[config.mk]
export PLATFORM = sky130hd
export DESIGN_NAME = counting_semaphore_fifo_waiters_top
export DESIGN_NICKNAME = d
export VERILOG_FILES = /design/src/hw/rtl/csfw_pkg.sv /design/src/hw/rtl/counting_semaphore_fifo_waiters_top.sv
export SDC_FILE = /design/constraint.sdc
export NUM_CORES = 1
export LEC_CHECK = 0
export BUFFER_PORTS_ARGS = -buffer_cell sky130_fd_sc_hd__buf_2
export CAP_MARGIN = 10
export CORE_MARGIN = 2
export CORE_UTILIZATION = 38
export DETAILED_ROUTE_END_ITERATION = 10
export GPL_TIMING_DRIVEN = 0
export PLACE_DENSITY = 0.62
export REMOVE_ABC_BUFFERS = 1
export SYNTH_ARGS = -nofsm -noshare
export SYNTH_HDL_FRONTEND = slang
export SYNTH_SLANG_ARGS = --single-unit
[constraint.sdc]
create_clock -name clock -period 3.4 [get_ports clock]
set_input_delay 0.51 -clock clock [delete_from_list [all_inputs] [get_ports clock]]
set_output_delay 0.51 -clock clock [all_outputs]
set_load 0.05 [all_outputs]
[src/hw/rtl/csfw_pkg.sv]
// Shared widths, codes and limits for the counting semaphore with a waiter queue.
`default_nettype none

package csfw_pkg;

   // Field widths fixed by the item format.
   localparam int CNT_W  = 16;
   localparam int INIT_W = 15;
   localparam int ID_W   = 8;

   // Limits of the two's complement count.
   localparam logic signed [CNT_W-1:0] COUNT_MAX = 16'sh7FFF;
   localparam logic signed [CNT_W-1:0] COUNT_MIN = 16'sh8000;

   // Operation codes carried by an input item.
   typedef enum logic [1:0] {
      MODE_WAIT   = 2'd0,
      MODE_SIGNAL = 2'd1,
      MODE_RELOAD = 2'd2
   } mode_type;

   // Result status codes.
   typedef enum logic [1:0] {
      STATUS_OK        = 2'd0,
      STATUS_FULL      = 2'd1,
      STATUS_SATURATED = 2'd2
   } status_type;

endpackage : csfw_pkg

`default_nettype wire

[src/hw/rtl/counting_semaphore_fifo_waiters_top.sv]
// Counting semaphore with a first-in first-out queue of blocked waiters.
// An item is accepted in the idle state; its result is registered when the item commits in the
// execute state and is offered on the result channel from then on. An item is accepted only
// while idle, so a new item is not taken until the last one has committed; the registered read
// of the waiter memory at the queue head lands before the item commits; a stalled result delays it.
// Reset clears the count, the queue pointers, the reload value and all handshake state.
// The waiter memory is not cleared; only entries written by a wait are ever read back.
`default_nettype none

module counting_semaphore_fifo_waiters_top
   import csfw_pkg::*;
#(
   parameter int QUEUE_DEPTH = 16,
   parameter int ID_BITS     = 8
) (
   input  wire logic                    clock,
   input  wire logic                    reset,
   // Configuration port.
   input  wire logic                    csr_wr_en,
   input  wire logic [INIT_W-1:0]       csr_wr_data,
   // Input channel.
   input  wire logic                    req_valid,
   output logic                         req_ready,
   input  wire logic [1:0]              req_mode,
   input  wire logic [ID_W-1:0]         req_waiter_id,
   // Result channel.
   output logic                         rsp_valid,
   input  wire logic                    rsp_ready,
   output logic signed [CNT_W-1:0]      rsp_count_after,
   output logic                         rsp_must_block,
   output logic                         rsp_woke_valid,
   output logic [ID_W-1:0]              rsp_woke_id,
   output logic [1:0]                   rsp_status
);

   localparam int PTR_W = (QUEUE_DEPTH > 1) ? $clog2(QUEUE_DEPTH) : 1;
   localparam logic [PTR_W-1:0] PTR_LAST = PTR_W'(QUEUE_DEPTH - 1);
   localparam logic [PTR_W-1:0] PTR_ONE  = PTR_W'(1);
   // Unit step of the count, sized so it never sign-extends to minus one.
   localparam logic signed [CNT_W-1:0] COUNT_ONE = CNT_W'(1);
   // A wait at or below this count finds the queue full.
   localparam logic signed [CNT_W-1:0] COUNT_FLOOR = CNT_W'(-QUEUE_DEPTH);

   typedef enum logic [1:0] {
      ST_IDLE = 2'b01,
      ST_EXEC = 2'b10
   } state_type;

   state_type                   state_ff, state_in;
   logic signed [CNT_W-1:0]     count_ff, count_in;
   logic [PTR_W-1:0]            head_ff, head_in;
   logic [PTR_W-1:0]            tail_ff, tail_in;
   logic [INIT_W-1:0]           init_ff;
   logic [1:0]                  mode_ff;
   logic [ID_BITS-1:0]          id_ff;
   logic [ID_BITS-1:0]          rd_data_ff;
   logic [ID_BITS-1:0]          queue_mem [QUEUE_DEPTH];

   logic                        rsp_valid_ff, rsp_valid_in;
   logic signed [CNT_W-1:0]     rsp_count_ff, rsp_count_in;
   logic                        rsp_block_ff, rsp_block_in;
   logic                        rsp_woke_ff, rsp_woke_in;
   logic [ID_W-1:0]             rsp_id_ff, rsp_id_in;
   status_type                  rsp_status_ff, rsp_status_in;

   logic                        req_fire;
   logic                        commit;
   logic                        mem_wr;

   assign req_ready = (state_ff == ST_IDLE);
   assign req_fire  = req_valid && req_ready;
   // The item commits once the output register is free or being drained.
   assign commit    = (state_ff == ST_EXEC) && (!rsp_valid_ff || rsp_ready);

   // Reload value register.
   always_ff @(posedge clock) begin
      if (reset) begin
         init_ff <= '0;
      end else if (csr_wr_en) begin
         init_ff <= csr_wr_data;
      end
   end

   // Latch the accepted item.
   always_ff @(posedge clock) begin
      if (req_fire) begin
         mode_ff <= req_mode;
         id_ff   <= ID_BITS'(req_waiter_id);
      end
   end

   // Waiter memory: write at the tail, registered read at the head.
   always_ff @(posedge clock) begin
      if (mem_wr) begin
         queue_mem[tail_ff] <= id_ff;
      end
      rd_data_ff <= queue_mem[head_ff];
   end

   // Execute the item: count update, pointer moves and the result fields.
   always_comb begin
      count_in      = count_ff;
      head_in       = head_ff;
      tail_in       = tail_ff;
      mem_wr        = 1'b0;
      rsp_block_in  = 1'b0;
      rsp_woke_in   = 1'b0;
      rsp_id_in     = '0;
      rsp_status_in = STATUS_OK;
      if (commit) begin
         unique case (mode_ff)
            MODE_WAIT: begin
               if (count_ff > 0) begin
                  count_in = count_ff - COUNT_ONE;
               end else if (count_ff <= COUNT_FLOOR || count_ff == COUNT_MIN) begin
                  rsp_status_in = STATUS_FULL;
               end else begin
                  mem_wr       = 1'b1;
                  tail_in      = (tail_ff == PTR_LAST) ? '0 : tail_ff + PTR_ONE;
                  count_in     = count_ff - COUNT_ONE;
                  rsp_block_in = 1'b1;
               end
            end
            MODE_SIGNAL: begin
               if (count_ff < 0) begin
                  rsp_woke_in = 1'b1;
                  rsp_id_in   = ID_W'(rd_data_ff);
                  head_in     = (head_ff == PTR_LAST) ? '0 : head_ff + PTR_ONE;
                  count_in    = count_ff + COUNT_ONE;
               end else if (count_ff >= COUNT_MAX) begin
                  rsp_status_in = STATUS_SATURATED;
               end else begin
                  count_in = count_ff + COUNT_ONE;
               end
            end
            MODE_RELOAD: begin
               count_in = $signed({1'b0, init_ff});
               head_in  = '0;
               tail_in  = '0;
            end
            default: begin
               // The unused code leaves everything as it is.
            end
         endcase
      end
      rsp_count_in = count_in;
   end

   // Sequencer and output register control.
   always_comb begin
      state_in     = state_ff;
      rsp_valid_in = rsp_valid_ff;
      if (rsp_valid_ff && rsp_ready) begin
         rsp_valid_in = 1'b0;
      end
      unique case (state_ff)
         ST_IDLE: begin
            if (req_fire) begin
               state_in = ST_EXEC;
            end
         end
         ST_EXEC: begin
            if (commit) begin
               state_in     = ST_IDLE;
               rsp_valid_in = 1'b1;
            end
         end
         default: begin
            state_in = ST_IDLE;
         end
      endcase
   end

   // Control state.
   always_ff @(posedge clock) begin
      if (reset) begin
         state_ff     <= ST_IDLE;
         count_ff     <= '0;
         head_ff      <= '0;
         tail_ff      <= '0;
         rsp_valid_ff <= 1'b0;
      end else begin
         state_ff     <= state_in;
         count_ff     <= count_in;
         head_ff      <= head_in;
         tail_ff      <= tail_in;
         rsp_valid_ff <= rsp_valid_in;
      end
   end

   // Result payload register.
   always_ff @(posedge clock) begin
      if (commit) begin
         rsp_count_ff  <= rsp_count_in;
         rsp_block_ff  <= rsp_block_in;
         rsp_woke_ff   <= rsp_woke_in;
         rsp_id_ff     <= rsp_id_in;
         rsp_status_ff <= rsp_status_in;
      end
   end

   assign rsp_valid       = rsp_valid_ff;
   assign rsp_count_after = rsp_count_ff;
   assign rsp_must_block  = rsp_block_ff;
   assign rsp_woke_valid  = rsp_woke_ff;
   assign rsp_woke_id     = rsp_id_ff;
   assign rsp_status      = rsp_status_ff;

   // With a non-negative count no waiter is queued, so the pointers meet.
   assert property (@(posedge clock) disable iff (reset)
      (count_ff >= 0) |-> (head_ff == tail_ff))
      else $error("queue pointers differ while no waiter is queued");

   // A committed item always shows up on the result channel.
   assert property (@(posedge clock) disable iff (reset)
      commit |=> rsp_valid)
      else $error("committed item did not produce a result");

   // A result never both blocks a waiter and wakes one.
   assert property (@(posedge clock) disable iff (reset)
      rsp_valid |-> !(rsp_must_block && rsp_woke_valid))
      else $error("result both blocks and wakes a waiter");

   // A refused wait happens only when the count is at or below zero.
   assert property (@(posedge clock) disable iff (reset)
      (rsp_valid && rsp_status == STATUS_FULL) |-> (rsp_count_after <= 0))
      else $error("queue full reported with a positive count");

   // An accepted item always moves on into execution; no new item is taken while one is in execution.
   assert property (@(posedge clock) disable iff (reset)
      req_fire |=> (state_ff == ST_EXEC))
      else $error("accepted item did not enter execution");

endmodule : counting_semaphore_fifo_waiters_top

`default_nettype wire

Word-level counts from Yosys, hierarchy flattened
Memories as Yosys holds them, arrays and structs flattened. A register that Yosys moved wholly into a read port is not among the register bits.
Cells that the tools add are included.
- order comparisons: 4
- multiplexer cells: 31
- equal/unequal tests: 12
- reductions and logical operators: 13
- add/sub/neg operators: 4
- operators with widths (kind ; number):
    $mux W16 ; 5
    $pmux W16 S3 ; 1
    $mux W4 ; 5
    $add A16 B2 Y16 const B ; 1
    $eq A16 B16 Y1 const B ; 1
    $ge A16 B16 Y1 const B ; 1
    $gt A16 B1 Y1 const B ; 1
    $le A16 B5 Y1 const B ; 1
    $lt A16 B1 Y1 const B ; 1
    $pmux W4 S2 ; 2
    $sub A16 B2 Y16 const B ; 1
    $mux W1 ; 12
    $add A4 B1 Y4 const B ; 2
    $eq A4 B4 Y1 const B ; 2
    $mux W2 ; 4
    $ne A2 B2 Y1 const B ; 4
    $pmux W2 S2 ; 2
    $eq A2 B1 Y1 const B ; 2
    $eq A2 B2 Y1 const B ; 2
    $reduce_and A2 Y1 ; 2
    $reduce_and A4 Y1 ; 1
    $reduce_bool A2 Y1 ; 2
    $logic_and A1 B1 Y1 ; 3
    $reduce_and A3 Y1 ; 1
    other kinds (4) ; 5
- input bits: 30
- output and inout bits: 30
- logic and storage cells: 78
- bits in writable memories: 128
- memories kept: 1
- register bits: 80
- memories (name ; words ; bits a word ; rd ports ; clocked after memory_dff ; write ports ; line ; text):
    queue_mem ; 16 ; 8 ; 1 ; 1 ; 1 ; counting_semaphore_fifo_waiters_top.sv:57 ; logic [ID_BITS-1:0] queue_mem [QUEUE_DEPTH];

Depth between registers and ports, before layout
- word-level depth: 8
- gate-level depth with buffers: 9
- gate-level depth less buffers: 8

Worst setup path after synthesis
OpenSTA, ideal clock, no wires.
- path type: register to register
- start point: reg count_ff[0]
- end point: mem queue_mem[0][0], enable pin
- slack: 0.431 ns
- cell stages (with the launch flop): 9
- buffers on the path: 1
- data arrival time: 2.586 ns
- clock period less this slack: 2.969 ns
- cells stage by stage: dfxtp_1 -> inv_1 -> ha_1 -> nor3b_1 -> o41a_1 -> buf_2 -> nor4_2 -> nand2_1 -> nor3_1
- word-level cells in the longest chain between the ends: 8
- ends and longest elaborated chain (element ; line ; text):
    start, declared ; counting_semaphore_fifo_waiters_top.sv:50 ; logic signed [CNT_W-1:0] count_ff, count_in;
    start signal, assigned ; counting_semaphore_fifo_waiters_top.sv:184 ; count_ff <= count_in;
    $le A16 B5 Y1 or $eq A16 B16 Y1 (tied branches) ; counting_semaphore_fifo_waiters_top.sv:115 ; end else if (count_ff <= COUNT_FLOOR || count_ff == COUNT_MIN) begin
    $logic_or A1 B1 Y1 ; counting_semaphore_fifo_waiters_top.sv:115 ;
    $mux W1 ; counting_semaphore_fifo_waiters_top.sv:115 ;
    $mux W1 (*) ; counting_semaphore_fifo_waiters_top.sv:113 ; if (count_ff > 0) begin
    $mux W1 (*) ; - ;
    $mux W1 (*) ; counting_semaphore_fifo_waiters_top.sv:110 ; if (commit) begin
    $mux W1 (*) ; counting_semaphore_fifo_waiters_top.sv:94 ; if (mem_wr) begin
    $mux W1 (implied by the code) (*) ; counting_semaphore_fifo_waiters_top.sv:95 ; queue_mem[tail_ff] <= id_ff;
    end, declared ; counting_semaphore_fifo_waiters_top.sv:57 ;
Every way passes the cells marked *; elsewhere a longest branch is shown, timed or not.

Final worst setup path
- start point: reg count_ff[0]
- end point: mem queue_mem[8][2], enable pin
The elaborated chain is that of the path after synthesis.

==> impl_results.md <==
- Status: complete, but fails checks
- Violated checks: setup timing
- Clock buffer depth: 3
- Drt wl/cell: 20.2 um
- Crit path capture type: flop
- Congestion Overflow GR: 0
- # rows: 57
- Flop2flop setup slack: -3 ps
- Setup ws final: -2.90 ps
- Register area share after synthesis: 64.7%
- Synth area leaders: edfxtp_1 54%, dfxtp_1 11%, mux4_2 9.7%
- Yosys top cell area share: 53.9%
- Min cycle time layout: 3400 ps
- Fraction of layout cells with a size suffix above 1: 24.8%
- Sequential Area: 5990 um^2
- Detailed placement HPWL: 13.9 mm
- Max capacitance violation total: 0
- Clock sink total: 216
- N_diodes: 0
- Total GRT Usage: 16.4%
- RePlAce Congestion: 0.899
- WP buf/inv: 1
- Post-Place Worst Slack: -324 ps
- Worst-margin pin slew: 1030 ps
- TritonRoute pass-1 iters: 5
- R2r startpoint: count_ff[0]$_SDFF_PP0_
- PD cells: 522 nW/um^2
- Max_slew headroom: 31.1%
- Post-synthesis async set-or-reset flop share: 0%
- Nets: 733
- Via Count: 5768
- Crit Reg-Reg Endpoint: queue_mem[8][2]$_DFFE_PP_
- Count leader, synth: edfxtp_1
- Top cells by count, synth: 166 x edfxtp_1, 59 x nor2_1, 50 x dfxtp_1, 40 x mux4_2, 34 x clkbuf_1
- Detailed Route Iter0 Violations: 565
- Buffers added on ports: 59
- Final instance area: 10800 um^2
- Multi-input logic area: 3130 um^2
- Fmax achieved: 0.294 GHz
- Hold Path Origin: req_waiter_id[4]
- Synth Warn #: 0
- DRC Markers: 0
- Die area: 25600 um^2
- CP Launch Type: flop
- Synth cell types: 66
- Crit Path Max Fanout: 10
- CP Data Arrival Time: 3550 ps
- Cell accounting for the most synthesized area: edfxtp_1
- Peak supply drop: 341 uV
- Crit Path Class: flop to flop
- Top FF cell, synth: edfxtp_1
- Largest net degree at the start of global routing: 41
- Drt via density: 5.56
- Detail Route Antenna Nets: 0
- Worst Hold Endpoint: id_ff[4]$_DFFE_PP_
- Syn Inst Count: 648
- Leakage: 0.00362 uW
- Crit-path max cell delay: 670 ps
- Fin. Hold Viols: 0
- Top Family by Delay on Critical Path: simple AND/OR/NAND/NOR gates
- First-pass GRT wire length: 32.9 mm
- Worst hold path class: primary input to flop
- Slowest stage cell, crit path: o41a_2
- Vias in the first global route: 5836
- Final Skew: 15.2 ps
- Placed cell areas: 9820 um^2
- Top Ports: 60
- Reg2reg path depth: 7
- Root Buffer: clkbuf_16
- Worst path required time: 3550 ps
- Initial core utilization: 38.4%
- Post-Route WL: 21.0 mm
- Layout area overhead: 16.7%
- CTS tree: yes
- CORE AREA: 24100 um^2
- Die Wd: 160 um
- Synth Register Bits: 216
- Final count of pins violating max slew: 0
- Antenna violations before repair: 0
- Clock transition at path regs: 60 ps
- Mean area per synthesized cell: 14.3 um^2
- RSZ-0062 raised after global routing: true
- Final Cycle Share: 100%
- Clk_lat worst skew: 520 ps
- Die Height: 160 um
- Hold Crit Depth: 1
- Final setup viols: 3
- FILL cells: 2217
- Cts hold-fix bufs: 0
- Critical Path, Cell by Cell: inv_1, ha_1, nor3b_1, o41a_2, nor4_4, nand2_1, nor2_2
- H-Tree Depth: 1
- EDFF count, synth: 166
- CTS buffer count: 24
- Synth Cell Area: 9250 um^2
## area by class of cell
cell class / instances / area share (%)
clock inverters: 14 / 1.08
multi-input cells: 373 / 29.0
well taps: 324 / 3.76
inverters: 13 / 0.487
repair buffers: 67 / 4.06
flip-flops and latches: 216 / 55.5
clock buffers: 30 / 6.16
## logic make-up after synthesis
family / count (synthesis) / share of synthesized area (%)
xor gates and xnor gates: 7 / 0.663
muxes: 59 / 11.8
buffers and inverters: 59 / 2.65
adders and majority gates: 8 / 1.08
AOI/OAI and AO/OA: 92 / 7.17
and+or+nand+nor: 207 / 11.9
DFF: 216 / 64.7
## registers in the layout (all words and copies together), names as in the netlist, 8 cells and up
name	count
queue_mem	128
count_ff	16
rsp_count_after	16
init_ff	15
id_ff	8
rd_data_ff	8
rsp_woke_id	8
## placed cells by master, fill, tap and decap left out, types with 7 or more instances in the layout
| cell | instances |
|---|---|
| edfxtp_1 | 166 |
| buf_2 | 59 |
| dfxtp_1 | 48 |
| nor2_1 | 47 |
| mux4_2 | 40 |
| nand2_1 | 31 |
| clkbuf_16 | 25 |
| nand3_1 | 19 |
| mux2i_1 | 19 |
| o21ai_0 | 17 |
| a21oi_1 | 16 |
| nor3_1 | 15 |
| and3_1 | 13 |
| nor2b_1 | 12 |
| a31oi_1 | 11 |
| inv_1 | 10 |
| nand2b_1 | 8 |
| ha_1 | 8 |
| and2_1 | 7 |
| or3_1 | 7 |
| nor4_1 | 7 |
| nor2_2 | 7 |
## stage by stage
stage / hold slack [ps] / cells / utilization, % / total power (uW) / setup TNS (ps)
3_3_place_gp: 470 / 985 / 40.5 / 3180 / -33300
2_1_floorplan: 452 / 602 / - / 3090 / 0
5_1_grt: 151 / 1037 / 44.8 / 5840 / -6670
3_5_place_dp: 484 / 987 / 40.7 / 3190 / -30440
4_1_cts: 147 / 1035 / 44.5 / 5690 / -42.2
6_report: 169 / 1037 / 44.8 / 5640 / -6.94
## worst max path at each step
stage | slack [ps] | end | depth (start not counted) | start
detailed placement | -320 | queue_mem[11][5]$_DFFE_PP_ | 7 | count_ff[0]$_SDFF_PP0_
finish | -3 | queue_mem[8][2]$_DFFE_PP_ | 7 | count_ff[0]$_SDFF_PP0_
global route | -120 | queue_mem[14][2]$_DFFE_PP_ | 7 | count_ff[0]$_SDFF_PP0_
floorplan | 420 | queue_mem[0][0]$_DFFE_PP_ | 7 | count_ff[0]$_SDFF_PP0_
global placement | -670 | queue_mem[0][0]$_DFFE_PP_ | 7 | count_ff[0]$_SDFF_PP0_
CTS | -7 | queue_mem[7][6]$_DFFE_PP_ | 7 | count_ff[0]$_SDFF_PP0_
## metal layers
| metal | GRT usage [%] | up-vias | routed length, um |
|---|---|---|---|
| met5 | 0 | - | 0 |
| met4 | 4.91 | 0 | 386 |
| met3 | 2.60 | 31 | 1400 |
| met1 | 24.1 | 2914 | 9710 |
| met2 | 25.2 | 202 | 9450 |
| li1 | - | 2621 | - |
## repair_timing
| action | CTS | global route |
|---|---|---|
| pin swaps | 3 | 2 |
| resized for setup | 18 | 6 |
| endpoints found under the setup margin | 128 | 135 |
| buffers inserted | 4 | 2 |
## report_power, final
group,internal (uW),switching (uW),leakage (uW)
Sequential,2870,56.4,0.00194
Combinational,76.8,132,0.00131
Clock,1470,1030,0.000372
Total,4420,1220,0.00362
(Power assumes the default switching activity.)
